File: config.mk
export PLATFORM = sky130hd
export DESIGN_NAME = rgb_status_effect_engine_core_flat
export DESIGN_NICKNAME = d
export VERILOG_FILES = /design/src/rtl/rsee_pkg.sv /design/src/rtl/rsee_if.sv /design/src/rtl/rgb_status_effect_engine_core.sv /design/src/rtl/rsee_front.sv /design/src/rtl/rsee_queue.sv /design/src/rtl/rsee_back.sv /design/src/flat_wrapper.sv
export SDC_FILE = /design/constraint.sdc
export NUM_CORES = 1
export LEC_CHECK = 0
export BUFFER_PORTS_ARGS = -buffer_cell sky130_fd_sc_hd__buf_2
export CELL_PAD_IN_SITES_DETAIL_PLACEMENT = 0
export CELL_PAD_IN_SITES_GLOBAL_PLACEMENT = 1
export CORE_ASPECT_RATIO = 0.6
export CORE_MARGIN = 2
export CORE_UTILIZATION = 35
export DETAILED_ROUTE_END_ITERATION = 6
export PLACE_DENSITY_LB_ADDON = 0.05
export SYNTH_ARGS = -nofsm -noshare
export SYNTH_HDL_FRONTEND = slang
export SYNTH_SLANG_ARGS = --single-unit
File: constraint.sdc
create_clock -name clk_i -period 14.5 [get_ports clk_i]
set_clock_uncertainty 0.1 [all_clocks]
set_input_delay 2.175 -clock clk_i [delete_from_list [all_inputs] [get_ports clk_i]]
set_output_delay 2.175 -clock clk_i [all_outputs]
set_load 0.01 [all_outputs]
File: src/rtl/rsee_pkg.sv
// ============================================================================
// rsee_pkg: shared types, constants and effect tables
// Holds the status and command codes, colour constants, the register map and
// the intensity tables of the sine-shaped effects, built at elaboration.
// ============================================================================
`default_nettype none

package rsee_pkg;

  // Tick period of the effect time base and the effect periods, in ms.
  localparam int STEP_MS        = 20;
  localparam int LISTEN_PER_MS  = 1000;
  localparam int SPEAK_PER_MS   = 300;
  localparam int CONNECT_PER_MS = 2000;
  localparam int PROC_HALF_MS   = 500;
  localparam int ERROR_HALF_MS  = 200;

  // Phase counters run over ticks; each period is a whole number of ticks.
  localparam int LISTEN_N   = LISTEN_PER_MS / STEP_MS;
  localparam int SPEAK_N    = SPEAK_PER_MS / STEP_MS;
  localparam int CONNECT_N  = CONNECT_PER_MS / STEP_MS;
  localparam int ERROR_N    = (2 * ERROR_HALF_MS) / STEP_MS;
  localparam int PROC_HALF  = PROC_HALF_MS / STEP_MS;
  localparam int ERROR_HALF = ERROR_HALF_MS / STEP_MS;

  localparam int LISTEN_W  = $clog2(LISTEN_N);
  localparam int SPEAK_W   = $clog2(SPEAK_N);
  localparam int CONNECT_W = $clog2(CONNECT_N);
  localparam int ERROR_W   = $clog2(ERROR_N);

  // Configuration port.
  localparam int ADDR_W = 4;
  localparam int DATA_W = 32;
  localparam int BRIGHT_W = 7;
  localparam logic [BRIGHT_W-1:0] BRIGHT_MAX = 7'd100;

  typedef enum logic [1:0] {
    REG_BRIGHT = 2'd0,
    REG_ENABLE = 2'd1,
    REG_INVERT = 2'd2
  } reg_idx_e;

  typedef enum logic [1:0] {
    FUNC_TICK   = 2'd0,
    FUNC_STATUS = 2'd1,
    FUNC_CUSTOM = 2'd2,
    FUNC_NONE   = 2'd3
  } func_e;

  typedef enum logic [3:0] {
    ST_OFF     = 4'd0,
    ST_BOOT    = 4'd1,
    ST_IDLE    = 4'd2,
    ST_LISTEN  = 4'd3,
    ST_PROCESS = 4'd4,
    ST_SPEAK   = 4'd5,
    ST_ERROR   = 4'd6,
    ST_CONNECT = 4'd7,
    ST_OTA     = 4'd8
  } status_e;

  typedef struct packed {
    logic [7:0] r;
    logic [7:0] g;
    logic [7:0] b;
  } colour_t;

  typedef struct packed {
    logic    valid;
    colour_t colour;
  } colour_req_t;

  typedef struct packed {
    logic                enable;
    logic                invert;
    logic [BRIGHT_W-1:0] pct;
  } cfg_t;

  localparam colour_t COL_BLACK   = '{r: 8'd0,   g: 8'd0,   b: 8'd0};
  localparam colour_t COL_BOOT    = '{r: 8'd255, g: 8'd180, b: 8'd0};
  localparam colour_t COL_IDLE    = '{r: 8'd0,   g: 8'd80,  b: 8'd0};
  localparam colour_t COL_PROC_HI = '{r: 8'd255, g: 8'd180, b: 8'd0};
  localparam colour_t COL_PROC_LO = '{r: 8'd50,  g: 8'd35,  b: 8'd0};
  localparam colour_t COL_ERROR   = '{r: 8'd255, g: 8'd0,   b: 8'd0};

  function automatic logic is_effect(input logic [3:0] code);
    return (code >= ST_LISTEN) && (code <= ST_OTA);
  endfunction

  // Sine in Q30 from an odd polynomial over the reduced quarter wave.
  localparam longint Q30_ONE   = 64'd1073741824;
  localparam longint LEVEL_DEN = 100 * Q30_ONE;
  localparam longint K1  = 64'd1686629713;
  localparam longint K3  = 64'd693598668;
  localparam longint K5  = 64'd85569306;
  localparam longint K7  = 64'd5026995;
  localparam longint K9  = 64'd172272;
  localparam longint K11 = 64'd3864;

  function automatic longint sine_q30(input longint m, input longint per);
    longint q;
    longint r;
    longint y;
    longint y2;
    longint p;
    int     i;
    q = 0;
    r = 4 * m;
    for (i = 0; i < 3; i++) begin
      if (r >= per) begin
        r = r - per;
        q = q + 1;
      end
    end
    // Restoring long division for the fraction of the quarter wave.
    y = 0;
    for (i = 0; i < 30; i++) begin
      r = r << 1;
      y = y << 1;
      if (r >= per) begin
        r = r - per;
        y = y + 1;
      end
    end
    if (q[0]) y = Q30_ONE - y;
    y2 = (y * y) >> 30;
    p = K11;
    p = K9 - ((p * y2) >> 30);
    p = K7 - ((p * y2) >> 30);
    p = K5 - ((p * y2) >> 30);
    p = K3 - ((p * y2) >> 30);
    p = K1 - ((p * y2) >> 30);
    p = (p * y) >> 30;
    return (q >= 2) ? -p : p;
  endfunction

  function automatic logic [7:0] level_of(input longint s, input longint base,
                                          input longint swing, input longint full);
    longint num;
    longint v;
    num = base * Q30_ONE + swing * s;
    if (num < 0) num = 0;
    v = (num * full) / LEVEL_DEN;
    if (v > full) v = full;
    return 8'(v);
  endfunction

  localparam int LUT_MAX = CONNECT_N;
  localparam int LUT_AW  = $clog2(LUT_MAX);
  typedef logic [LUT_MAX-1:0][7:0] lut_t;

  function automatic lut_t build_lut(input longint per, input int n, input longint base,
                                     input longint swing, input longint full);
    lut_t lut;
    int   j;
    lut = '0;
    for (j = 0; j < LUT_MAX; j++) begin
      if (j < n) begin
        lut[LUT_AW'(j)] = level_of(sine_q30(longint'(j) * STEP_MS, per), base, swing, full);
      end
    end
    return lut;
  endfunction

  localparam lut_t LISTEN_FULL = build_lut(LISTEN_PER_MS, LISTEN_N, 65, 35, 255);
  localparam lut_t SPEAK_FULL  = build_lut(SPEAK_PER_MS, SPEAK_N, 65, 35, 255);
  localparam lut_t OTA_FULL    = build_lut(SPEAK_PER_MS, SPEAK_N, 60, 40, 255);
  localparam lut_t CONN_R_FULL = build_lut(CONNECT_PER_MS, CONNECT_N, 60, 40, 180);
  localparam lut_t CONN_B_FULL = build_lut(CONNECT_PER_MS, CONNECT_N, 60, 40, 255);

  localparam logic [LISTEN_N-1:0][7:0]  LISTEN_LUT = LISTEN_FULL[LISTEN_N-1:0];
  localparam logic [SPEAK_N-1:0][7:0]   SPEAK_LUT  = SPEAK_FULL[SPEAK_N-1:0];
  localparam logic [SPEAK_N-1:0][7:0]   OTA_LUT    = OTA_FULL[SPEAK_N-1:0];
  localparam logic [CONNECT_N-1:0][7:0] CONN_R_LUT = CONN_R_FULL[CONNECT_N-1:0];
  localparam logic [CONNECT_N-1:0][7:0] CONN_B_LUT = CONN_B_FULL[CONNECT_N-1:0];

endpackage

`default_nettype wire

File: src/rtl/rsee_if.sv
// ============================================================================
// rsee_if: item channels of the status effect engine
// Command items in, duty items out, each with valid, ready and payload.
// ============================================================================
`default_nettype none

interface rsee_item_if;
  logic       valid;
  logic       ready;
  logic [1:0] func;
  logic [3:0] status_code;
  logic [7:0] red_in;
  logic [7:0] green_in;
  logic [7:0] blue_in;

  modport source (output valid, func, status_code, red_in, green_in, blue_in,
                  input ready);
  modport sink (input valid, func, status_code, red_in, green_in, blue_in,
                output ready);
endinterface

interface rsee_result_if;
  logic       valid;
  logic       ready;
  logic [7:0] red_duty;
  logic [7:0] green_duty;
  logic [7:0] blue_duty;

  modport source (output valid, red_duty, green_duty, blue_duty, input ready);
  modport sink (input valid, red_duty, green_duty, blue_duty, output ready);
endinterface

`default_nettype wire

File: src/rtl/rgb_status_effect_engine_core.sv
// ============================================================================
// rgb_status_effect_engine_core: status LED effect engine
// Turns status, tick and custom colour items into scaled RGB PWM duties.
// ============================================================================
//
//   channel    direction  handshake             payload
//   item_i     in         valid / ready         func, status_code, red_in,
//                                               green_in, blue_in
//   result_o   out        valid / ready         red_duty, green_duty, blue_duty
//   APB        in / out   psel, penable, pwrite paddr, pwdata, prdata, pready
//
// One item per cycle is accepted while the colour queue has room. An accepted item
// is written into the queue, then popped into the brightness product register and
// from there into the output register, which offers its result.
// Reset is asynchronous and active low; it clears status, run, phase, queue and
// pipeline valid flags and loads the register reset values. A stalled result holds
// its output register, and decode stalls once the QUEUE_DEPTH-entry queue fills.
//
`default_nettype none

module rgb_status_effect_engine_core
  import rsee_pkg::*;
#(
  parameter int QUEUE_DEPTH = 2
) (
  input  wire logic               clk_i,
  input  wire logic               rst_ni,
  rsee_item_if.sink               item_i,
  rsee_result_if.source           result_o,
  input  wire logic               psel,
  input  wire logic               penable,
  input  wire logic               pwrite,
  input  wire logic [ADDR_W-1:0]  paddr,
  input  wire logic [DATA_W-1:0]  pwdata,
  output logic      [DATA_W-1:0]  prdata,
  output logic                    pready
);

  // Register file. The clamped brightness is kept beside the raw value so
  // that the multiplier sees a settled operand.
  logic [BRIGHT_W-1:0] bright_q, bright_d;
  logic [BRIGHT_W-1:0] pct_q, pct_d;
  logic                enable_q, enable_d;
  logic                invert_q, invert_d;
  logic                wr_en;
  logic [1:0]          reg_idx;

  assign pready  = 1'b1;
  assign wr_en   = psel & penable & pwrite;
  assign reg_idx = paddr[ADDR_W-1:2];

  always_comb begin
    bright_d = bright_q;
    pct_d    = pct_q;
    enable_d = enable_q;
    invert_d = invert_q;
    if (wr_en) begin
      unique case (reg_idx)
        REG_BRIGHT: begin
          bright_d = pwdata[BRIGHT_W-1:0];
          // Settings above full scale behave as full scale.
          pct_d = (pwdata[BRIGHT_W-1:0] > BRIGHT_MAX) ? BRIGHT_MAX : pwdata[BRIGHT_W-1:0];
        end
        REG_ENABLE: enable_d = pwdata[0];
        REG_INVERT: invert_d = pwdata[0];
        default: begin
        end
      endcase
    end
  end

  always_comb begin
    unique case (reg_idx)
      REG_BRIGHT: prdata = DATA_W'(bright_q);
      REG_ENABLE: prdata = DATA_W'(enable_q);
      REG_INVERT: prdata = DATA_W'(invert_q);
      default:    prdata = '0;
    endcase
  end

  always_ff @(posedge clk_i or negedge rst_ni) begin
    if (!rst_ni) begin
      bright_q <= BRIGHT_MAX;
      pct_q    <= BRIGHT_MAX;
      enable_q <= 1'b1;
      invert_q <= 1'b0;
    end else begin
      bright_q <= bright_d;
      pct_q    <= pct_d;
      enable_q <= enable_d;
      invert_q <= invert_d;
    end
  end

  // Decode feeds raw colours into the queue; the back end scales them.
  colour_req_t push, head;
  logic        full, pop;
  cfg_t        cfg;

  assign cfg.enable = enable_q;
  assign cfg.invert = invert_q;
  assign cfg.pct    = pct_q;

  rsee_front u_front (
    .clk_i    (clk_i),
    .rst_ni   (rst_ni),
    .item_i   (item_i),
    .enable_i (enable_q),
    .full_i   (full),
    .push_o   (push)
  );

  rsee_queue #(
    .DEPTH (QUEUE_DEPTH)
  ) u_queue (
    .clk_i  (clk_i),
    .rst_ni (rst_ni),
    .push_i (push),
    .full_o (full),
    .pop_i  (pop),
    .head_o (head)
  );

  rsee_back u_back (
    .clk_i    (clk_i),
    .rst_ni   (rst_ni),
    .head_i   (head),
    .pop_o    (pop),
    .cfg_i    (cfg),
    .result_o (result_o)
  );

endmodule

`default_nettype wire

File: src/rtl/rsee_front.sv
// ============================================================================
// rsee_front: command decode and effect sequencing
// Accepts command items, keeps the status and effect phase, and issues the
// raw colour each item yields into the colour queue.
// ============================================================================
`default_nettype none

module rsee_front
  import rsee_pkg::*;
(
  input  wire logic   clk_i,
  input  wire logic   rst_ni,
  rsee_item_if.sink   item_i,
  input  wire logic   enable_i,
  input  wire logic   full_i,
  output colour_req_t push_o
);

  logic                 accept;
  logic [3:0]           mode_q, mode_d;
  logic                 run_q, run_d;
  logic [LISTEN_W-1:0]  c_listen_q, c_listen_d, c_listen_nx;
  logic [SPEAK_W-1:0]   c_speak_q, c_speak_d, c_speak_nx;
  logic [CONNECT_W-1:0] c_connect_q, c_connect_d, c_connect_nx;
  logic [ERROR_W-1:0]   c_error_q, c_error_d, c_error_nx;
  colour_t              tick_colour;

  assign item_i.ready = ~full_i;
  assign accept       = item_i.valid & ~full_i;

  // All phase counters restart together, so they stay one step count.
  assign c_listen_nx  = (c_listen_q == LISTEN_W'(LISTEN_N - 1)) ? '0 : c_listen_q + 1'b1;
  assign c_speak_nx   = (c_speak_q == SPEAK_W'(SPEAK_N - 1)) ? '0 : c_speak_q + 1'b1;
  assign c_connect_nx = (c_connect_q == CONNECT_W'(CONNECT_N - 1)) ? '0 : c_connect_q + 1'b1;
  assign c_error_nx   = (c_error_q == ERROR_W'(ERROR_N - 1)) ? '0 : c_error_q + 1'b1;

  always_comb begin
    tick_colour = COL_BLACK;
    unique case (mode_q)
      ST_LISTEN: tick_colour.b = LISTEN_LUT[c_listen_q];
      ST_PROCESS: begin
        tick_colour = (c_listen_q >= LISTEN_W'(PROC_HALF)) ? COL_PROC_LO : COL_PROC_HI;
      end
      ST_SPEAK: begin
        tick_colour.g = SPEAK_LUT[c_speak_q];
        tick_colour.b = SPEAK_LUT[c_speak_q];
      end
      ST_ERROR: begin
        tick_colour = (c_error_q >= ERROR_W'(ERROR_HALF)) ? COL_BLACK : COL_ERROR;
      end
      ST_CONNECT: begin
        tick_colour.r = CONN_R_LUT[c_connect_q];
        tick_colour.b = CONN_B_LUT[c_connect_q];
      end
      default: begin
        tick_colour.r = OTA_LUT[c_speak_q];
        tick_colour.g = OTA_LUT[c_speak_q];
        tick_colour.b = OTA_LUT[c_speak_q];
      end
    endcase
  end

  always_comb begin
    mode_d      = mode_q;
    run_d       = run_q;
    c_listen_d  = c_listen_q;
    c_speak_d   = c_speak_q;
    c_connect_d = c_connect_q;
    c_error_d   = c_error_q;
    push_o      = '0;
    if (accept) begin
      unique case (func_e'(item_i.func))
        FUNC_TICK: begin
          if (run_q && is_effect(mode_q)) begin
            push_o.valid  = 1'b1;
            push_o.colour = tick_colour;
            c_listen_d    = c_listen_nx;
            c_speak_d     = c_speak_nx;
            c_connect_d   = c_connect_nx;
            c_error_d     = c_error_nx;
          end
        end
        FUNC_STATUS: begin
          mode_d = item_i.status_code;
          if (!is_effect(item_i.status_code) && is_effect(mode_q)) run_d = 1'b0;
          if (!enable_i) begin
            // Disabled output still shows black for any status change.
            push_o.valid = 1'b1;
          end else begin
            unique case (status_e'(item_i.status_code))
              ST_OFF: begin
                run_d        = 1'b0;
                push_o.valid = 1'b1;
              end
              ST_BOOT: begin
                push_o.valid  = 1'b1;
                push_o.colour = COL_BOOT;
              end
              ST_IDLE: begin
                push_o.valid  = 1'b1;
                push_o.colour = COL_IDLE;
              end
              default: begin
                // An effect entered from a static status starts a fresh run.
                if (is_effect(item_i.status_code) && !is_effect(mode_q) && !run_q) begin
                  run_d       = 1'b1;
                  c_listen_d  = '0;
                  c_speak_d   = '0;
                  c_connect_d = '0;
                  c_error_d   = '0;
                end
              end
            endcase
          end
        end
        FUNC_CUSTOM: begin
          run_d           = 1'b0;
          mode_d          = ST_OFF;
          push_o.valid    = 1'b1;
          push_o.colour.r = item_i.red_in;
          push_o.colour.g = item_i.green_in;
          push_o.colour.b = item_i.blue_in;
        end
        FUNC_NONE: begin
        end
      endcase
    end
  end

  always_ff @(posedge clk_i or negedge rst_ni) begin
    if (!rst_ni) begin
      mode_q      <= ST_OFF;
      run_q       <= 1'b0;
      c_listen_q  <= '0;
      c_speak_q   <= '0;
      c_connect_q <= '0;
      c_error_q   <= '0;
    end else begin
      mode_q      <= mode_d;
      run_q       <= run_d;
      c_listen_q  <= c_listen_d;
      c_speak_q   <= c_speak_d;
      c_connect_q <= c_connect_d;
      c_error_q   <= c_error_d;
    end
  end

endmodule

`default_nettype wire

File: src/rtl/rsee_queue.sv
// ============================================================================
// rsee_queue: colour request queue
// Small circular buffer between command decode and the output stages.
// ============================================================================
`default_nettype none

module rsee_queue
  import rsee_pkg::*;
#(
  parameter int DEPTH = 2
) (
  input  wire logic  clk_i,
  input  wire logic  rst_ni,
  input  colour_req_t push_i,
  output logic        full_o,
  input  wire logic   pop_i,
  output colour_req_t head_o
);

  localparam int PW = $clog2(DEPTH);
  localparam int CW = $clog2(DEPTH + 1);

  colour_t       mem_q [DEPTH];
  logic [PW-1:0] wr_q, wr_d, rd_q, rd_d;
  logic [CW-1:0] cnt_q, cnt_d;
  logic          push, pop;

  assign full_o        = (cnt_q == CW'(DEPTH));
  assign push          = push_i.valid & ~full_o;
  assign pop           = pop_i & (cnt_q != '0);
  assign head_o.valid  = (cnt_q != '0);
  assign head_o.colour = mem_q[rd_q];

  always_comb begin
    wr_d  = wr_q;
    rd_d  = rd_q;
    cnt_d = cnt_q;
    if (push) wr_d = (wr_q == PW'(DEPTH - 1)) ? '0 : wr_q + 1'b1;
    if (pop)  rd_d = (rd_q == PW'(DEPTH - 1)) ? '0 : rd_q + 1'b1;
    unique case ({push, pop})
      2'b10:   cnt_d = cnt_q + 1'b1;
      2'b01:   cnt_d = cnt_q - 1'b1;
      default: cnt_d = cnt_q;
    endcase
  end

  always_ff @(posedge clk_i) begin
    if (push) mem_q[wr_q] <= push_i.colour;
  end

  always_ff @(posedge clk_i or negedge rst_ni) begin
    if (!rst_ni) begin
      wr_q  <= '0;
      rd_q  <= '0;
      cnt_q <= '0;
    end else begin
      wr_q  <= wr_d;
      rd_q  <= rd_d;
      cnt_q <= cnt_d;
    end
  end

endmodule

`default_nettype wire

File: src/rtl/rsee_back.sv
// ============================================================================
// rsee_back: brightness scaling and duty output
// Drops colours blocked by the enable, scales by the brightness percentage,
// inverts when set and drives the registered duty item.
// ============================================================================
`default_nettype none

module rsee_back
  import rsee_pkg::*;
(
  input  wire logic   clk_i,
  input  wire logic   rst_ni,
  input  colour_req_t head_i,
  output logic        pop_o,
  input  cfg_t        cfg_i,
  rsee_result_if.source result_o
);

  localparam int PROD_W      = 8 + BRIGHT_W;
  localparam int RECIP_W     = 13;
  localparam int RECIP_SHIFT = 19;
  localparam int MUL_W       = PROD_W + RECIP_W;
  // floor(x / 100) equals (x * 5243) >> 19 for every product below 43690.
  localparam logic [RECIP_W-1:0] RECIP_100 = 13'd5243;

  logic              out_free, a_free, keep;
  logic              a_valid_q, a_valid_d;
  logic              out_valid_q, out_valid_d;
  logic [PROD_W-1:0] prod_r_q, prod_g_q, prod_b_q;
  logic [7:0]        red_q, green_q, blue_q;

  function automatic logic [7:0] scale(input logic [PROD_W-1:0] p, input logic inv);
    logic [MUL_W-1:0] m;
    logic [7:0]       q;
    m = MUL_W'(p) * MUL_W'(RECIP_100);
    q = m[RECIP_SHIFT +: 8];
    return inv ? ~q : q;
  endfunction

  assign out_free = ~out_valid_q | result_o.ready;
  assign a_free   = ~a_valid_q | out_free;
  assign pop_o    = head_i.valid & a_free;
  assign keep     = cfg_i.enable | (head_i.colour == COL_BLACK);

  assign a_valid_d   = a_free ? (pop_o & keep) : a_valid_q;
  assign out_valid_d = out_free ? a_valid_q : out_valid_q;

  always_ff @(posedge clk_i) begin
    if (pop_o) begin
      prod_r_q <= PROD_W'(head_i.colour.r) * PROD_W'(cfg_i.pct);
      prod_g_q <= PROD_W'(head_i.colour.g) * PROD_W'(cfg_i.pct);
      prod_b_q <= PROD_W'(head_i.colour.b) * PROD_W'(cfg_i.pct);
    end
    if (out_free && a_valid_q) begin
      red_q   <= scale(prod_r_q, cfg_i.invert);
      green_q <= scale(prod_g_q, cfg_i.invert);
      blue_q  <= scale(prod_b_q, cfg_i.invert);
    end
  end

  always_ff @(posedge clk_i or negedge rst_ni) begin
    if (!rst_ni) begin
      a_valid_q   <= 1'b0;
      out_valid_q <= 1'b0;
    end else begin
      a_valid_q   <= a_valid_d;
      out_valid_q <= out_valid_d;
    end
  end

  assign result_o.valid      = out_valid_q;
  assign result_o.red_duty   = red_q;
  assign result_o.green_duty = green_q;
  assign result_o.blue_duty  = blue_q;

endmodule

`default_nettype wire

File: src/flat_wrapper.sv
// flat-port wrapper written by rule: the top's interface ports become plain ports
module rgb_status_effect_engine_core_flat import rsee_pkg::*;
#(
  parameter int QUEUE_DEPTH = 2
)
  (clk_i, rst_ni, psel, penable, pwrite, paddr, pwdata, prdata, pready, item_i_valid, item_i_func, item_i_status_code, item_i_red_in, item_i_green_in, item_i_blue_in, item_i_ready, result_o_valid, result_o_red_duty, result_o_green_duty, result_o_blue_duty, result_o_ready);
  rsee_item_if item_i_i ();
  rsee_result_if result_o_i ();
  input  wire logic clk_i;
  input  wire logic rst_ni;
  input  wire logic psel;
  input  wire logic penable;
  input  wire logic pwrite;
  input  wire logic [ADDR_W-1:0] paddr;
  input  wire logic [DATA_W-1:0] pwdata;
  output logic      [DATA_W-1:0] prdata;
  output logic pready;
  input wire logic [$bits(item_i_i.valid)-1:0] item_i_valid;
  input wire logic [$bits(item_i_i.func)-1:0] item_i_func;
  input wire logic [$bits(item_i_i.status_code)-1:0] item_i_status_code;
  input wire logic [$bits(item_i_i.red_in)-1:0] item_i_red_in;
  input wire logic [$bits(item_i_i.green_in)-1:0] item_i_green_in;
  input wire logic [$bits(item_i_i.blue_in)-1:0] item_i_blue_in;
  output wire logic [$bits(item_i_i.ready)-1:0] item_i_ready;
  output wire logic [$bits(result_o_i.valid)-1:0] result_o_valid;
  output wire logic [$bits(result_o_i.red_duty)-1:0] result_o_red_duty;
  output wire logic [$bits(result_o_i.green_duty)-1:0] result_o_green_duty;
  output wire logic [$bits(result_o_i.blue_duty)-1:0] result_o_blue_duty;
  input wire logic [$bits(result_o_i.ready)-1:0] result_o_ready;
  assign item_i_i.valid = item_i_valid;
  assign item_i_i.func = item_i_func;
  assign item_i_i.status_code = item_i_status_code;
  assign item_i_i.red_in = item_i_red_in;
  assign item_i_i.green_in = item_i_green_in;
  assign item_i_i.blue_in = item_i_blue_in;
  assign item_i_ready = item_i_i.ready;
  assign result_o_valid = result_o_i.valid;
  assign result_o_red_duty = result_o_i.red_duty;
  assign result_o_green_duty = result_o_i.green_duty;
  assign result_o_blue_duty = result_o_i.blue_duty;
  assign result_o_i.ready = result_o_ready;
  rgb_status_effect_engine_core #(.QUEUE_DEPTH(QUEUE_DEPTH)) u_core (.clk_i(clk_i), .rst_ni(rst_ni), .item_i(item_i_i), .result_o(result_o_i), .psel(psel), .penable(penable), .pwrite(pwrite), .paddr(paddr), .pwdata(pwdata), .prdata(prdata), .pready(pready));
endmodule
== Word-level counts from Yosys, hierarchy flattened ==
Memory sizes are Yosys's and may differ from the RTL's.
Index checks and enable logic that the tools add are counted.
Cells by class
  multipliers: 6
  mux-type cells: 57
  add/sub/neg operators: 8
  bitwise operators: 16
  $lt $le $gt $ge: 10
  equal/unequal tests: 22
  reductions and logical operators: 27
Operators by type and width (count)
  $mul 15x13->27 const B: 3
  $pmux 25 s3: 1
  $mux 24: 3
  $mux 8: 8
  $pmux 8 s4: 2
  $mux 25: 2
  $pmux 24 s2: 1
  $mul 8x7->15: 3
  $mux 7: 6
  $pmux 8 s5: 1
  $mux 6: 5
  $mux 5: 5
  $logic_not 24->1: 1
  $not 8->8: 3
  $pmux 7 s3: 1
  $mux 4: 5
  $eq 4x3->1 const B: 4
  $pmux 4 s2: 2
  $pmux 7 s2: 1
  $pmux 6 s2: 1
  $pmux 5 s2: 1
  $mux 1: 9
  $eq 2x2->1 const B: 4
  $eq 4x2->1 const B: 2
  other kinds (37): 72
Storage, ports and cells
  register bits after elaboration: 118
  logic and storage cells: 173
  memory bits (writable): 48
  bits in read-only memories: 2816
  output and inout bits: 59
  memories: 6
  input port bits: 73
Memory list
  (no name shown): depth 128, bits a word 8, read ports 1, clocked after memory_dff 0, wr ports 0, RTL line rsee_front.sv:53  | tick_colour.b = CONN_B_LUT[c_connect_q];
  (no name shown): depth 128, bits a word 8, read ports 1, clocked after memory_dff 0, wr ports 0, RTL line rsee_front.sv:52  | tick_colour.r = CONN_R_LUT[c_connect_q];
  (no name shown): depth 64, bits a word 8, read ports 1, clocked after memory_dff 0, wr ports 0, RTL line rsee_front.sv:40  | ST_LISTEN: tick_colour.b = LISTEN_LUT[c_listen_q];
  (no name shown): depth 16, bits a word 8, read ports 1, clocked after memory_dff 0, wr ports 0, RTL line rsee_front.sv:58  | tick_colour.b = OTA_LUT[c_speak_q];
  (no name shown): depth 16, bits a word 8, read ports 1, clocked after memory_dff 0, wr ports 0, RTL line rsee_front.sv:46  | tick_colour.b = SPEAK_LUT[c_speak_q];
  u_core.u_queue.mem_q: depth 2, bits a word 24, read ports 1, clocked after memory_dff 0, wr ports 1, RTL line rsee_queue.sv:23  | colour_t mem_q [DEPTH];

== Longest topological paths before layout ==
  depth after elaboration: 9
  mapped depth: 20
  depth with buffers taken out: 18

== Cells and area by module ==
From an unflattened synthesis, not the netlist that was laid out.
Unflattened totals
  cell total of the unflattened synthesis: 2689
  area total of the unflattened synthesis: 25707.2 um^2
By module, submodules not included
  rsee_back: times used 1, cells each 1830, area each 18172.4 um^2, seq. area each 2122.0 um^2
  rsee_front: times used 1, cells each 677, area each 4611.9 um^2, seq. area each 675.6 um^2
  rsee_queue: times used 1, cells each 93, area each 1944.4 um^2, seq. area each 1541.5 um^2
  rgb_status_effect_engine_core: times used 1, cells each 89, area each 978.4 um^2, seq. area each 409.1 um^2

== Worst setup path after synthesis ==
No wires, ideal clock.
  kind: input to register
  from: input result_o_ready
  to: register u_core.u_queue.cnt_q[1]
  arrival: 5.406 ns
  stages: 5
  setup slack: 8.915 ns
  path buffers: 0
  library setup time: 0.079 ns
  data required time: 14.321 ns
  cell sequence: nor2b_1 a21oi_1 ha_1 nor2_1 xor2_1
Between the ends
  longest elaborated chain between the ends: 6
  elaborated cells between the ends (all ways): 8
  classes of those cells: 2 x eq/ne; 1 x mux; 4 x bitwise; 1 x reduce/logical
Ends and longest elaborated chain
  from (decl): RTL line flat_wrapper.sv:29  | input wire logic [$bits(result_o_i.ready)-1:0] result_o_ready;
  $or 1x1->1 (*): RTL line rsee_back.sv:40  | assign out_free = ~out_valid_q | result_o.ready;
  $or 1x1->1 (*): RTL line rsee_back.sv:41  | assign a_free = ~a_valid_q | out_free;
  $and 1x1->1 (*): RTL line rsee_back.sv:42  | assign pop_o = head_i.valid & a_free;
  via u_core.pop: RTL line rgb_status_effect_engine_core.sv:97  | logic full, pop;
  $and 1x1->1 (*): RTL line rsee_queue.sv:30  | assign pop = pop_i & (cnt_q != '0);
  $eq 2x1->1 / $eq 2x2->1 (equally long branches): RTL line rsee_queue.sv:40  | unique case ({push, pop})
  $pmux 2 s2 / $reduce_bool 2->1 (equally long branches)
  to (signal assigned): RTL line rsee_queue.sv:59  | cnt_q <= cnt_d;
  to (decl): RTL line rsee_queue.sv:25  | logic [CW-1:0] cnt_q, cnt_d;
Mark *: on every way through the listed nets, which the timed path passes. The rest lies on a longest branch.
A chain may end at the register's enable or synchronous reset.

== Worst setup path after layout ==
  from: register u_core.u_back.prod_g_q[12]
  to: register u_core.u_back.green_q[7], in the netlist u_core.u_back.result_o.green_duty[7] (data pin)
Between the ends
  longest elaborated chain between the ends: 3
Ends and longest elaborated chain
  from (decl): RTL line rsee_back.sv:29  | logic [PROD_W-1:0] prod_r_q, prod_g_q, prod_b_q;
  from (signal assigned): RTL line rsee_back.sv:51  | prod_g_q <= PROD_W'(head_i.colour.g) * PROD_W'(cfg_i.pct);
  $mul 15x13->27 (*): RTL line rsee_back.sv:35  | m = MUL_W'(p) * MUL_W'(RECIP_100);
  $not 8->8: RTL line rsee_back.sv:37  | return inv ? ~q : q;
  $mux 8 (*): RTL line rsee_back.sv:37
  to (signal assigned): RTL line rsee_back.sv:56  | green_q <= scale(prod_g_q, cfg_i.invert);
  to (decl): RTL line rsee_back.sv:30  | logic [7:0] red_q, green_q, blue_q;
Every way passes the cells marked *; elsewhere a longest branch is shown, timed or not.

==> flow_results.org <==
** Status
- Status :: finished, final reports clean

** Critical path
- Path type of the worst setup path :: flip-flop to flip-flop
- Critical register-to-register path endpoint :: u_core.u_back.result_o.green_duty[7]
- The worst register-to-register path begins at u_core.u_back.prod_g_q[12].
- Crit path arrival time :: 5960 ps
- For the worst setup path, the data required time is 14680 ps.
- Reg2reg setup slack :: 8720 ps
- CP startpoint kind :: flip-flop
- In this run the worst path has a maximum fanout of 7.
- The number of cells on the worst reg-to-reg path is 18.
- The worst setup path is captured at a flip-flop.

** Floorplanning
- After floorplanning, the core was divided into 76 placement rows.
- The die covers 75170 sq um.
- Effective utilization at floorplan :: 0.3546
- Die outline height :: 213.2 um
- Width of the die :: 352.6 um
- Pin placement for this block handled 132 I/O pins.
- The core region is 71980 sq um.

** Place
- Post-detail-place hpwl :: 51180 um
- Summing all placed instances gives a cell area of 26810 sq um.
- Buffers added on ports :: 78
- Weighted congestion reported at the end of routability-driven placement :: 0.8707

** Synth
- Counting flops and latches in the post-synthesis netlist gives 166.
- In the post-synthesis netlist, the cell with the most instances is inv_1.
- For this run, the register share of the synthesized area comes to 0.1860.
- Mapped Avg Cell Area :: 9.567 sq um
- Synth cell types :: 86
- Fraction of synthesis flops using an asynchronous set or reset pin :: 0.2952
- Synthesized area :: 25520 sq um
- Of the post-synthesis cell area, the dominant cell type holds 0.2282.
- For this run, the number of Yosys warnings is 0.
- By area the synthesized netlist is led by fa_1 23%, ha_1 21%, edfxtp_1 14%.
- Number of instances in the synthesized netlist :: 2668
- The most used flip-flop cell after synthesis is edfxtp_1.
- Largest area contributor in the netlist :: fa_1
- Ranked by instance count, the synthesized netlist is headed by 550 x inv_1, 429 x ha_1, 291 x fa_1.
- Yosys mapped a number of flops with a built-in enable equal to 117.

** Timing
- Setup repair after global routing left no endpoint under its margin.
- The number of endpoints with negative hold slack in the final report is 0.
- Slew headroom :: 0.2373
- Subtracting the final worst setup slack from the clock period gives 5782 ps.
- Setup TNS :: 0 ps
- On the final layout, the worst hold slack is 373.6 ps.
- Setup violations remaining at the end of the flow were counted as 0.
- Derived from the worst setup path, the maximum achievable clock frequency is 173.0 MHz.
- In the finished design, the share of the clock period the worst path needs comes to 0.3987.
- The count of pins over their slew limit came to 0.
- Slew at the pin with the worst max-slew slack :: 1141 ps

** CTS
- TritonCTS built the clock tree.
- CTS Root Cell :: clkbuf_16
- Hold buffers post-CTS :: 0
- Clock latency on the worst-skew pair :: 480 ps
- The H-tree generated during clock tree synthesis spans 4 levels.
- Count of cells resized by post-cts repair :: 0
- Clock transition at the registers of the reported paths :: 70 ps
- Number of sinks handled by clock tree synthesis :: 166
- Post-CTS setup-driven buffer insertion count :: 0
- CTS Buf Count :: 17
- The clock passes through at most 2 buffers.

** Layout
- Number of diodes added for antenna fixing :: 0
- Proportion of layout cells with a drive suffix above 1 :: 0.06711
- Net count of the finished layout :: 3493
- After routing the design area is 27420 sq um.
- From synthesis to final layout, the design area changed by 7.416%.

** Drt
- DRC :: 0
- Vias per std cell :: 4.813
- Wires add up to 62480 um.
- In this run the remaining antenna-violating nets after routing total 0.
- Routed length per placed instance :: 16.95 um
- For this block, the initial DRC count from the detailed router was 1080.
- Before antenna repair, the detailed router went through 6 iterations.
- The routed layout has 17.75k vias.

** Hold path
- The worst hold path begins at u_core.bright_q[5].
- Hold worst-path end :: u_core.bright_q[5]
- The path class of the tightest hold or removal check is flip-flop to flip-flop.
- Counting instances, the worst hold path has a depth of 2.

** Global routing
- Wire length of the first global-routing pass :: 102700 um
- For this run the aggregate overflow at the end of global routing stands at 0.
- Total track usage :: 0.1736
- Pin count of the biggest net entering global routing :: 64
- Number of antenna violations at the first check in global routing :: 0
- Vias in the first global route :: 18.23k

** Flow run
- Max capacitance violation total :: 0
==> critical path, stage by stage, from the launching register on <==
cell and delay (ps):
edfxtp_1 620, fa_1 500, ha_1 310, inv_1 60, fa_1 530, inv_1 60, fa_1 530, inv_1 60
fa_1 540, inv_1 50, ha_1 280, and4_1 250, nand4_1 100, o21ai_1 150, a211oi_2 90, o41ai_2 680
a31oi_4 180, mux2i_1 160, a2111oi_2 330
==> through the flow <==
stage,setup WS (ps),util,std cells
3_3_place_gp,8667,0.3724,3656
4_1_cts,8619,0.3809,3687
3_5_place_dp,8640,0.3724,3656
2_1_floorplan,8915,-,2692
5_1_grt,8370,0.3809,3687
6_report,8718,0.3809,3687
==> cell families (layout without fill, tap and decap cells) <==
kind of cell,count (synthesis),in the layout,share of synthesized area
flip-flops,166,166,0.1860
buffers and inverters,658,678,0.1029
AO/OA/AOI/OAI,433,433,0.1111
XOR/XNOR,103,103,0.03534
adder cells (fa/ha/maj),720,720,0.4385
other,2,26,0.0002942
multiplexers,40,40,0.01804
AND/OR/NAND/NOR,546,546,0.1077
==> cell type report <==
type | count | area [sq um]
multi-input combinational | 1868 | 18250
fill | 7323 | 44570
clock buffer | 17 | 425.4
tap | 975 | 1220
sequential | 166 | 4750
timing repair buffer | 94 | 510.5
clock inverter | 14 | 182.7
inverter | 553 | 2076
==> worst max-delay path by stage <==
stage | startpoint | to | slack (ps) | cells past startpoint
CTS | u_core.u_back.prod_g_q[12] | u_core.u_back.result_o.green_duty[7] | 8620 | 18
finish | u_core.u_back.prod_g_q[12] | u_core.u_back.result_o.green_duty[7] | 8720 | 18
global route | u_core.u_back.prod_g_q[12] | u_core.u_back.result_o.green_duty[7] | 8370 | 18
floorplan | result_o_ready | u_core.u_queue.cnt_q[1] | 8920 | 5
detailed placement | u_core.u_back.prod_g_q[10] | u_core.u_back.result_o.green_duty[7] | 8640 | 18
global placement | u_core.u_back.prod_g_q[12] | u_core.u_back.result_o.green_duty[7] | 8670 | 18
==> per-layer routing <==
metal,GRT usage,vias to the layer above,share of wire
met4,0.02594,0,0.0079
met2,0.2347,315,0.38
met3,0.03068,36,0.045
met1,0.2841,8603,0.57
li1,-,8791,-
met5,0,-,0
==> cells in the final DEF (no fill, tap or decap), drive strengths merged, types with 6 or more instances in the layout <==
| master | n |
|---|---|
| nand4 | 6 |
| and2 | 67 |
| and3 | 6 |
| nor2 | 74 |
| xor2 | 30 |
| nand2b | 36 |
| clkinv | 7 |
| or2 | 10 |
| a221oi | 7 |
| a211oi | 21 |
| dfrtp | 42 |
| o41ai | 6 |
| xnor2 | 73 |
| ha | 429 |
| a31oi | 30 |
| o21ai | 99 |
| o311ai | 8 |
| o211ai | 18 |
| conb | 26 |
| o21bai | 11 |
| nand3 | 31 |
| edfxtp | 117 |
| o21a | 11 |
| inv | 558 |
| a21o | 27 |
| o22ai | 8 |
| a21oi | 122 |
| nor2b | 68 |
| nor3 | 25 |
| clkbuf | 17 |
| dfstp | 7 |
| or3 | 10 |
| mux2i | 19 |
| buf | 94 |
| nand2 | 188 |
| a22o | 9 |
| mux2 | 18 |
| fa | 291 |
| o31ai | 13 |
==> state kept, by name (all words and copies together), names as in the netlist, 7 cells and up <==
name and count:
u_core.u_queue.mem_q 48, u_core.u_back.prod_b_q 15, u_core.u_back.prod_g_q 15, u_core.u_back.prod_r_q 15
u_core.u_back.result_o.blue_duty 8, u_core.u_back.result_o.green_duty 8, u_core.u_back.result_o.red_duty 8, u_core.bright_q 7
u_core.pct_q 7, u_core.u_front.c_connect_q 7
Power is left out: the tool's default activity adds up to more than one toggle a clock period on the data nets, which glitch-free logic cannot reach.
